File: src/design/bptc_pkg.sv
// Package: shared types, constants and register indexes of the barometer compensation block.
package bptc_pkg;

   localparam int NUM_CELLS  = 64;
   localparam int CSR_IDX_W  = 2;
   localparam int CSR_DATA_W = 48;

   localparam logic [CSR_IDX_W-1:0] REG_TEMP_COEFFS  = 2'd0;
   localparam logic [CSR_IDX_W-1:0] REG_PRESS_LOW    = 2'd1;
   localparam logic [CSR_IDX_W-1:0] REG_PRESS_MID    = 2'd2;
   localparam logic [CSR_IDX_W-1:0] REG_PRESS_HIGH   = 2'd3;

   // calibration words as held in the configuration registers
   typedef struct packed {
      logic [15:0] t1;
      logic [15:0] t2;
      logic [15:0] t3;
      logic [15:0] p1;
      logic [15:0] p2;
      logic [15:0] p3;
      logic [15:0] p4;
      logic [15:0] p5;
      logic [15:0] p6;
      logic [15:0] p7;
      logic [15:0] p8;
      logic [15:0] p9;
   } bptc_coef_type;

   // state handed from one divider cell to the next
   typedef struct packed {
      logic [63:0] rem;
      logic [63:0] nq;
      logic [63:0] dvs;
      logic        neg;
      logic        dz;
      logic [31:0] temp;
      logic [31:0] fine;
   } bptc_div_type;

   typedef struct packed {
      logic [31:0] temp;
      logic [31:0] fine;
      logic [31:0] press;
      logic        dz;
   } bptc_rsp_type;

endpackage

File: src/design/bptc_div_cell.sv
// Module: one restoring-division cell, settles one quotient bit per request.
module bptc_div_cell (
   input  logic                  clock,
   input  logic                  reset,
   input  logic                  run,
   input  logic                  in_valid,
   input  bptc_pkg::bptc_div_type in_state,
   output logic                  out_valid,
   output bptc_pkg::bptc_div_type out_state
);

   logic [64:0] trial;
   logic [64:0] diff;
   logic        valid_ff;
   bptc_pkg::bptc_div_type state_ff, state_in;

   always_comb begin
      trial    = {in_state.rem, in_state.nq[63]};
      diff     = trial - {1'b0, in_state.dvs};
      state_in = in_state;
      // keep the difference when the divisor fits, else keep the shifted remainder
      state_in.rem = diff[64] ? trial[63:0] : diff[63:0];
      state_in.nq  = {in_state.nq[62:0], ~diff[64]};
   end

   always_ff @(posedge clock) begin
      if (reset) begin
         valid_ff <= 1'b0;
      end else if (run) begin
         valid_ff <= in_valid;
      end
   end

   always_ff @(posedge clock) begin
      if (run) begin
         state_ff <= state_in;
      end
   end

   assign out_valid = valid_ff;
   assign out_state = state_ff;

endmodule

File: config.mk
export PLATFORM = sky130hd
export DESIGN_NAME = bptc_div_cell
export DESIGN_NICKNAME = d
export VERILOG_FILES = /design/src/design/bptc_pkg.sv /design/src/design/bptc_div_cell.sv
export SDC_FILE = /design/constraint.sdc
export NUM_CORES = 1
export LEC_CHECK = 0
export BUFFER_PORTS_ARGS = -buffer_cell sky130_fd_sc_hd__buf_2
export CAP_MARGIN = 20
export CORE_AREA = 4 4 202 204
export CTS_CLUSTER_SIZE = 14
export DETAILED_ROUTE_END_ITERATION = 8
export DIE_AREA = 0 0 206 208
export PLACE_DENSITY = 0.59
export SLEW_MARGIN = 5
export SYNTH_ARGS = -nofsm -noshare
export SYNTH_HDL_FRONTEND = slang
export SYNTH_SLANG_ARGS = --single-unit
File: constraint.sdc
create_clock -name clock -period 7.4 [get_ports clock]
set_input_delay 1.11 -clock clock [delete_from_list [all_inputs] [get_ports clock]]
set_output_delay 1.11 -clock clock [all_outputs]
set_load 0.01 [all_outputs]
==> results.tsv, run 1 <==
stage	metric	value	unit
placed_design	port bufs	520	
global_route	initial antenna violation count	15	
power_and_ir_drop	PwrDens	246	nW/um2
run_status	status	completed	
hold_path	hold crit path type	flip-flop to flip-flop	
clocking	postcts setup bufs	0	
synthesis	area leader, netlist	edfxtp_1	
die	Starting Density	32.8	%
global_route	vias in the first global route	9956	
synthesis	share of the synthesized area in the top cell type	60.2	%
timing	Hold Slack	0.502	ns
synthesis	Synthesis Warnings	0	
clocking	CTS sink cnt	259	
synthesis	Net Count, Synth	1327	
clocking	Worst-Skew Late Latency	0.55	ns
clocking	CTS Buf Count	29	
route	DR WL/cell	20.4	um
setup_path	RR Endpoint	out_valid	
die	Rows	73	
synthesis	synth top area cells	edfxtp_1, ha_1, mux2_1, a21oi_1, inv_1	
setup_path	required time worst endpoint	7.70	ns
power_and_ir_drop	combinational share of power	20.9	%
setup_path	WP data arrival	4.85	ns
placed_design	pre-CTS WS	2.23	ns
global_route	Total GRT Usage	18.5	%
clocking	CTS root buf	clkbuf_16	
global_route	first-pass GRT wire length	61.3	mm
timing	Slew Limit Fails	0	
setup_path	Worst path max stage delay	0.62	ns
timing	Worst Max-Slew Pin Slew	1.15	ns
synthesis	Mapped Cells	1000	
power_and_ir_drop	sequential power share	44.0	%
setup_path	R2R setup slack	6.81	ns
global_route	Congestion Overflow GR	0	
cells_and_area	Fillers	3797	
synthesis	EDFF count, synth	258	
cells_and_area	Multi-input gate area	4610	um2
synthesis	Most used DFF post-synth	edfxtp_1	
placed_design	Final GP Congestion	0.843	
clocking	Clock Pin Slew Worst Setup and Hold Paths	0.06	ns
setup_path	crit-path max FO	60	
power_and_ir_drop	Peak VDD IR	0.000178	V
clocking	CTS max path bufs	3	
setup_path	Crit. End Element	flip-flop	
cells_and_area	Final Net Count	1847	
power_and_ir_drop	switching pwr	1.15	mW
synthesis	Async S/R FF share, synth	0	%
run	Max Cap Violations	0	
timing	Hold Violations, Final	0	
cells_and_area	Sequential Area	7770	um2
cells_and_area	Area Overhead vs Synth	31.8	%
die	Ports	521	
placed_design	DP HPWL	33.7	mm
synthesis	flops & latches, synth	259	
clocking	Post-CTS Hold Buffers	0	
timing	Slew headroom	23.4	%
synthesis	Synth cell types	75	
route	vias per cell	4.86	
timing	setup_tns	0	ns
route	TritonRoute pass-1 iters	5	
timing	slack of the critical path	2.85	ns
setup_path	FF-to-FF Start	out_valid	
die	chip height	208	um
power_and_ir_drop	P_int	3.02	mW
route	detailed-route via count	10100	
timing	unrepaired setup endpoints after global routing	false	
synthesis	sequential area share after synthesis	60.4	%
setup_path	crit path kind	input pin to flip-flop	
clocking	post_cts resized	0	
cells_and_area	utilization after layout	43.2	%
power_and_ir_drop	static leakage	7.47	nW
clocking	H-Tree Depth	1	
die	die area	42800	um2
setup_path	worst reg2reg path depth	2	
timing	Fmax achieved	220	MHz
timing	min cycle time layout	4.55	ns
setup_path	crit start category	input pin	
die	Die Width	206	um
route	remaining antenna violation count	0	
timing	worst clock skew	0	ns
synthesis	synthesized area	12900	um2
cells_and_area	share of layout cells above drive strength 1	37.8	%
timing	Tcrit/Tclk final	61.5	%
clocking	CTS tree	yes	
setup_path	slowest CP cell	or4_1	
setup_path	Setup crit end	out_state[242]	
route	DRT Wirelength	42.3	mm
die	core area	39300	um2
setup_path	Crit. Startpoint	in_state[93]	
power_and_ir_drop	switch share	27.6	%
synthesis	synthesized area per cell	12.9	um2
power_and_ir_drop	Clk pwr share	35.0	%
timing	Setup Viol. Count Final	0	
global_route	largest net degree at the start of global routing	180	
route	residual DRC count	0	
setup_path	crit-path cells	buf_2, inv_1, ha_1, nand4_1, or4_1, or3_1, o32a_1, a21oi_2, o21ai_1, and2_4, o211a_4, inv_6, mux2_1	
route	DRT iter0 DRCs	521	
kinds of logic (layout without fill, tap and decap cells):
family          after synthesis  count (layout)  share of synthesized area [%]
compound gates              240             240                           12.3
xor+xnor                     57              57                           3.88
fa+ha+maj                    65              65                           6.38
buf+inv                     119             661                           3.88
flops                       259             259                           60.4
mux                          64              64                           5.59
other cells                   0               2                              0
simple gates                196             196                           7.59
worst max-delay path, delay by kind of cell:
family	cells	cell delay (ns)
buffers and inverters	3	0.61
and+or+nand+nor	4	1.35
muxes	1	0.38
adders and majority gates	1	0.47
AOI/OAI and AO/OA	4	0.84
area by class of cell:
cell class	count	share of cell area, %
Tap cell	525	3.87
Sequential cell	259	45.8
Timing Repair Buffer	522	15.6
Clock inverter	20	1.26
Antenna cell	2	0.0295
Inverter	86	1.93
Clock buffer	33	4.37
Multi-Input combinational cell	622	27.2
placed cells by master, fill, tap and decap left out, types with 10 or more instances in the layout:
cell type,n
nand3_1,10
clkbuf_16,29
xor2_1,23
o21ai_1,15
nand2_1,62
mux2_1,54
nor2b_1,10
o21ai_0,23
o21bai_1,15
edfxtp_1,258
a21oi_1,76
buf_2,519
a21o_1,32
inv_1,85
ha_1,64
nor2_1,41
nand4_1,20
xnor2_1,34
worst min-delay path by stage:
stage	slack (ns)	to	start	depth (start not counted)
4_1_cts	0.50	out_valid	out_valid	2
2_1_floorplan	0.53	out_valid	out_valid	2
6_report	0.50	out_valid	out_valid	2
5_1_grt	0.52	out_valid	out_valid	2
3_3_place_gp	0.47	out_valid	out_valid	2
3_5_place_dp	0.48	out_valid	out_valid	2
flip-flops by register name, summed over array words and instances (netlist names):
name / flops
out_state: 258
out_valid: 1
synthesized netlist by cell type, types with 10 or more instances:
| master | number |
|---|---|
| ha_1 | 64 |
| xor2_1 | 23 |
| clkbuf_1 | 24 |
| a21oi_1 | 76 |
| inv_1 | 85 |
| nor2b_1 | 10 |
| edfxtp_1 | 258 |
| o21ai_1 | 15 |
| mux2_1 | 54 |
| nor2_1 | 41 |
| o21ai_0 | 23 |
| nand3_1 | 10 |
| xnor2_1 | 34 |
| o21bai_1 | 15 |
| nand4_1 | 20 |
| nand2_1 | 62 |
| a21o_1 | 32 |
metal layers:
layer  track usage [%]  vias to the layer above  part of all wire (%)
met4              5.28                       24                   2.7
met2              32.7                      359                    50
met1              21.6                     4809                    39
met5                 0                        -                  0.34
met3              5.46                       72                   8.7
li1                  -                     4793                     -
power by group through the flow:
| stage | clock network, mW | logic, mW | registers, mW |
|---|---|---|---|
| final | 1.46 | 0.872 | 1.83 |
| after global placement | 0 | 0.872 | 1.86 |
| after CTS | 1.51 | 0.887 | 1.84 |
| after detailed placement | 0 | 0.882 | 1.87 |
| after global routing | 1.57 | 0.954 | 1.85 |
| after floorplan | 0 | 0.406 | 1.95 |
metrics by stage:
stage | total power [mW] | instance area, um2 | cells
3_3_place_gp | 2.74 | 16000 | 2014
3_5_place_dp | 2.75 | 16000 | 2014
5_1_grt | 4.37 | 17000 | 2069
2_1_floorplan | 2.36 | 12900 | 1000
6_report | 4.17 | 17000 | 2069
4_1_cts | 4.23 | 17000 | 2067
No activity file was read; power rests on OpenSTA's default activity.
==> run 2, diff against run 1 <==
CORE_AREA = 4 4 198 200   (was 4 4 202 204)
DIE_AREA = 0 0 202 204   (was 0 0 206 208)
PLACE_DENSITY = 0.63   (was 0.59)
clock period = 3.7 ns   (was 7.4 ns; I/O delays follow)
==> results.tsv, run 2 (synthesis results as in run 1) <==
stage	metric	value	unit
clocking	CTS tree	yes	
placed_design	Placed Instances	2091	
global_route	GRT met2 Usage	35.9	%
timing	Slew Limit Fails	0	
setup_path	Crit. Startpoint	in_state[90]	
setup_path	crit-path cells	buf_2, inv_1, ha_1, buf_4, a21oi_2, nor2_1, or4b_1, or4_4, a311o_1, a211oi_2, o21ai_1, xor2_1, mux2_1	
global_route	routing usage on met1	23.3	%
die	core area	37400	um2
clocking	H-Tree Depth	1	
die	Die Width	202	um
placed_design	DP HPWL	35.8	mm
clocking	post_cts resized	0	
cells_and_area	Area Overhead vs Synth	38.5	%
cells_and_area	Layout Cells excl Fill	2149	
timing	Tcrit/Tclk final	92.4	%
power_and_ir_drop	Tot Pwr	8.91	mW
global_route	Total GRT Usage	20.1	%
clocking	CTS sink cnt	259	
timing	slack of the critical path	0.283	ns
setup_path	WP data arrival	3.75	ns
cells_and_area	max reg flops	258	
route	DRT Wirelength	43.8	mm
clocking	postcts setup bufs	0	
setup_path	worst reg2reg path depth	2	
clocking	CTS Buf Count	30	
clocking	CTS max path bufs	3	
die	chip height	204	um
timing	worst clock skew	0	ns
die	Rows	71	
route	DRT iter0 DRCs	473	
clocking	Worst-Skew Late Latency	0.58	ns
route	residual DRC count	0	
timing	Slew headroom	48.4	%
hold_path	WHS Path Cells	2	
global_route	GRT busiest layer	met2	
placed_design	pre-CTS WS	-0.326	ns
route	remaining antenna violation count	0	
placed_design	Final GP Congestion	0.886	
clocking	Clock Pin Slew Worst Setup and Hold Paths	0.06	ns
global_route	initial antenna violation count	16	
cells_and_area	most frequent cells in the layout	buf_2, edfxtp_1, buf_4	
cells_and_area	Final Net Count	1939	
power_and_ir_drop	Peak VDD IR	0.000338	V
route	detailed-route via count	10400	
route	DR WL/cell	20.4	um
hold_path	Hold Startpoint	reset	
timing	Worst Max-Slew Pin Slew	0.767	ns
setup_path	Worst path max stage delay	0.59	ns
die	Starting Density	34.4	%
run	Max Cap Violations	0	
cells_and_area	share of layout cells above drive strength 1	41.7	%
global_route	Congestion Overflow GR	0	
global_route	first-pass GRT wire length	64.3	mm
global_route	GR Util met3	6.14	%
global_route	vias in the first global route	10600	
placed_design	port bufs	520	
setup_path	crit start category	input pin	
global_route	largest net degree at the start of global routing	79	
setup_path	required time worst endpoint	4.03	ns
timing	Hold Violations, Final	0	
clocking	Post-CTS Hold Buffers	0	
power_and_ir_drop	static leakage	7.99	nW
run_status	status	completed	
setup_path	slowest CP cell	or4_4	
hold_path	hold crit path type	input pin to flip-flop	
timing	Fmax achieved	293	MHz
cells_and_area	commonest non-fill, non-tap cell in the layout	buf_2	
route	TritonRoute pass-1 iters	4	
timing	min cycle time layout	3.42	ns
timing	unrepaired setup endpoints after global routing	false	
setup_path	crit-path max FO	5	
setup_path	crit path kind	input pin to flip-flop	
route	vias per cell	4.86	
cells_and_area	Fillers	3482	
power_and_ir_drop	PwrDens	500	nW/um2
timing	Hold Slack	0.122	ns
die	die area	41200	um2
clocking	CTS root buf	clkbuf_16	
setup_path	Crit. End Element	flip-flop	
die	Ports	521	
timing	Setup Viol. Count Final	0	
setup_path	FF-to-FF Start	out_valid	
run 2: path summary, 6_finish.rpt:
check	slack, ns	to
max	0.28	out_state[257]
min	0.12	out_valid
max reg2reg	3.12	out_valid
min reg2reg	0.49	out_valid
run 2: critical path: cells and delay by family:
family,cells,cell delay (ns)
compound gates,4,0.96
xor+xnor,1,0.15
fa+ha+maj,1,0.31
buf+inv,3,0.29
mux,1,0.30
simple gates,3,1.18
run 2: cell type report:
cell class                 count  area [um2]  share of cell area, %
sequential                   259        7770                   43.6
antenna                        3        7.51                 0.0421
tap                          511         639                   3.59
multi-input combinational    622        4600                   25.8
clock buffer                  30         751                   4.21
inverter                      86         328                   1.84
timing repair buffer         613        3360                   18.9
clock inverter                25         364                   2.04
run 2: metal layers:
layer,vias up,part of all wire (%)
li1,4987,-
met1,4960,38
met2,391,50
met3,87,8.4
met4,22,3.1
met5,-,0.28
run 2: where the power goes:
part           switching, mW  internal, mW  total, mW
Combinational           1.06         0.841       1.90
Sequential            0.0780          3.60       3.68
Clock                   1.28          2.05       3.33
Total                   2.41          6.49       8.91
run 2: per-stage QoR:
step	TNS (ns)	utilization (%)	instance area, um2
floorplan	0	-	12900
global placement	-11.21	44.6	16700
detailed placement	-13.64	44.6	16700
CTS	0	47.6	17800
global route	0	47.6	17800
finish	0	47.6	17800
==> run 3, diff against run 2 <==
BUFFER_PORTS_ARGS = default   (was -buffer_cell sky130_fd_sc_hd__buf_2)
CORE_AREA = 4 4 202 204   (was 4 4 198 200)
DIE_AREA = 0 0 206 208   (was 0 0 202 204)
DONT_BUFFER_PORTS = 1   (was default)
PLACE_DENSITY = default   (was 0.63)
==> results.tsv, run 3 (synthesis results as in run 1) <==
stage	metric	value	unit
run	Max Cap Violations	0	
placed_design	Final GP Congestion	0.887	
power_and_ir_drop	static leakage	5.71	nW
die	core area	39300	um2
setup_path	crit path kind	input pin to flip-flop	
die	Die Width	206	um
route	vias per cell	5.18	
timing	Slew Limit Fails	0	
cells_and_area	max reg flops	258	
route	residual DRC count	0	
timing	Slew headroom	34.8	%
die	Starting Density	32.8	%
clocking	CTS Buf Count	29	
setup_path	required time worst endpoint	4.00	ns
route	DR WL/cell	25.6	um
global_route	largest net degree at the start of global routing	260	
timing	Hold Violations, Final	0	
hold_path	hold crit path type	input pin to flip-flop	
global_route	first-pass GRT wire length	58.5	mm
route	remaining antenna violation count	0	
power_and_ir_drop	PwrDens	526	nW/um2
global_route	Congestion Overflow GR	0	
setup_path	Crit. End Element	flip-flop	
cells_and_area	most frequent cells in the layout	edfxtp_1, inv_1, a21oi_1	
timing	worst clock skew	0	ns
clocking	CTS sink cnt	259	
global_route	Total GRT Usage	18.1	%
run_status	status	completed	
die	die area	42800	um2
clocking	post_cts resized	0	
timing	Setup Viol. Count Final	0	
cells_and_area	Final Net Count	1394	
route	DRT Wirelength	41.3	mm
route	TritonRoute pass-1 iters	5	
route	detailed-route via count	8372	
setup_path	Worst path max stage delay	0.57	ns
die	chip height	208	um
clocking	Worst-Skew Late Latency	0.57	ns
placed_design	DP HPWL	32.9	mm
clocking	postcts setup bufs	0	
clocking	H-Tree Depth	1	
global_route	initial antenna violation count	4	
timing	unrepaired setup endpoints after global routing	false	
cells_and_area	commonest non-fill, non-tap cell in the layout	edfxtp_1	
clocking	Clock Pin Slew Worst Setup and Hold Paths	0.06	ns
timing	setup_tns	0	ns
global_route	vias in the first global route	8392	
timing	Fmax achieved	297	MHz
placed_design	pre-CTS WS	-0.247	ns
die	Ports	521	
clocking	CTS max path bufs	3	
power_and_ir_drop	Tot Pwr	7.79	mW
setup_path	slowest CP cell	or4_1	
timing	Hold Slack	0.0532	ns
setup_path	crit start category	input pin	
route	DRT iter0 DRCs	478	
cells_and_area	Area Overhead vs Synth	15.0	%
placed_design	port bufs	0	
setup_path	crit-path max FO	18	
timing	Worst Max-Slew Pin Slew	0.978	ns
timing	slack of the critical path	0.337	ns
clocking	CTS root buf	clkbuf_16	
cells_and_area	share of layout cells above drive strength 1	11.9	%
timing	Tcrit/Tclk final	90.9	%
clocking	Post-CTS Hold Buffers	0	
die	Rows	73	
setup_path	crit-path cells	inv_1, ha_1, nand4_1, or4_1, buf_4, a21o_1, and4_1, a21oi_2, o21ai_1, and2_4, o211a_4, inv_6, buf_12, mux2_1	
power_and_ir_drop	Peak VDD IR	0.000318	V
setup_path	WP data arrival	3.66	ns
clocking	CTS tree	yes	
timing	min cycle time layout	3.36	ns
-- run 3: cell count changes in the layout (fill, tap and decap cells not counted) --
| cell | before | now |
|---|---|---|
| buf_4 | 89 | 65 |
| bufinv_16 | 8 | 0 |
| buf_8 | 1 | 0 |
| diode_2 | 3 | 2 |
| clkinv_4 | 2 | 4 |
| clkbuf_1 | 0 | 3 |
| buf_2 | 519 | 0 |
| clkbuf_16 | 30 | 29 |
| clkinv_1 | 2 | 4 |
| clkinv_2 | 5 | 6 |
| clkinv_8 | 1 | 0 |
-- run 3: final timing paths --
check / from / to / slack, ns / depth (start not counted)
max: in_state[90] / out_state[217] / 0.34 / 14
min: reset / out_valid / 0.05 / 1
max reg2reg: out_valid / out_valid / 3.07 / 2
min reg2reg: out_valid / out_valid / 0.56 / 2
-- run 3: power breakdown --
part	internal (mW)	switching [mW]
combinational	0.539	0.603
clock	1.45	1.23
sequential	3.63	0.340
total	5.61	2.17
-- run 3: per-stage QoR --
| stage | std cells | util [%] | area (um2) |
|---|---|---|---|
| floorplan | 1000 | - | 12900 |
| global placement | 1561 | 35.4 | 13900 |
| detailed placement | 1561 | 35.4 | 13900 |
| CTS | 1614 | 37.7 | 14800 |
| global route | 1616 | 37.7 | 14800 |
| finish | 1616 | 37.7 | 14800 |
-- run 3: area by class of cell --
class / count / area, um2
Antenna cell: 2 / 5.00
Clock buffer: 32 / 737
Clock inverter: 21 / 138
Fill cell: 3780 / 24500
Inverter: 86 / 328
Multi-Input combinational cell: 622 / 4600
Sequential cell: 259 / 7770
Tap cell: 525 / 657
Timing Repair Buffer: 69 / 568
-- run 3: layer usage --
layer / vias to the layer above / wire length (um) / global-route usage, % / part of all wire (%)
met5: - / 10 / 0 / 0.024
met4: 2 / 1100 / 5.35 / 2.7
met3: 58 / 4120 / 6.55 / 10
met2: 370 / 21000 / 32.2 / 51
met1: 4050 / 15100 / 20.1 / 37
li1: 3892 / - / - / -
-- run 3: worst max-delay path, delay by kind of cell --
family | cells | cell delay, ns
adders and majority gates | 1 | 0.39
and+or+nand+nor | 4 | 1.14
AOI/OAI and AO/OA | 4 | 0.72
buffers and inverters | 4 | 0.47
muxes | 1 | 0.35
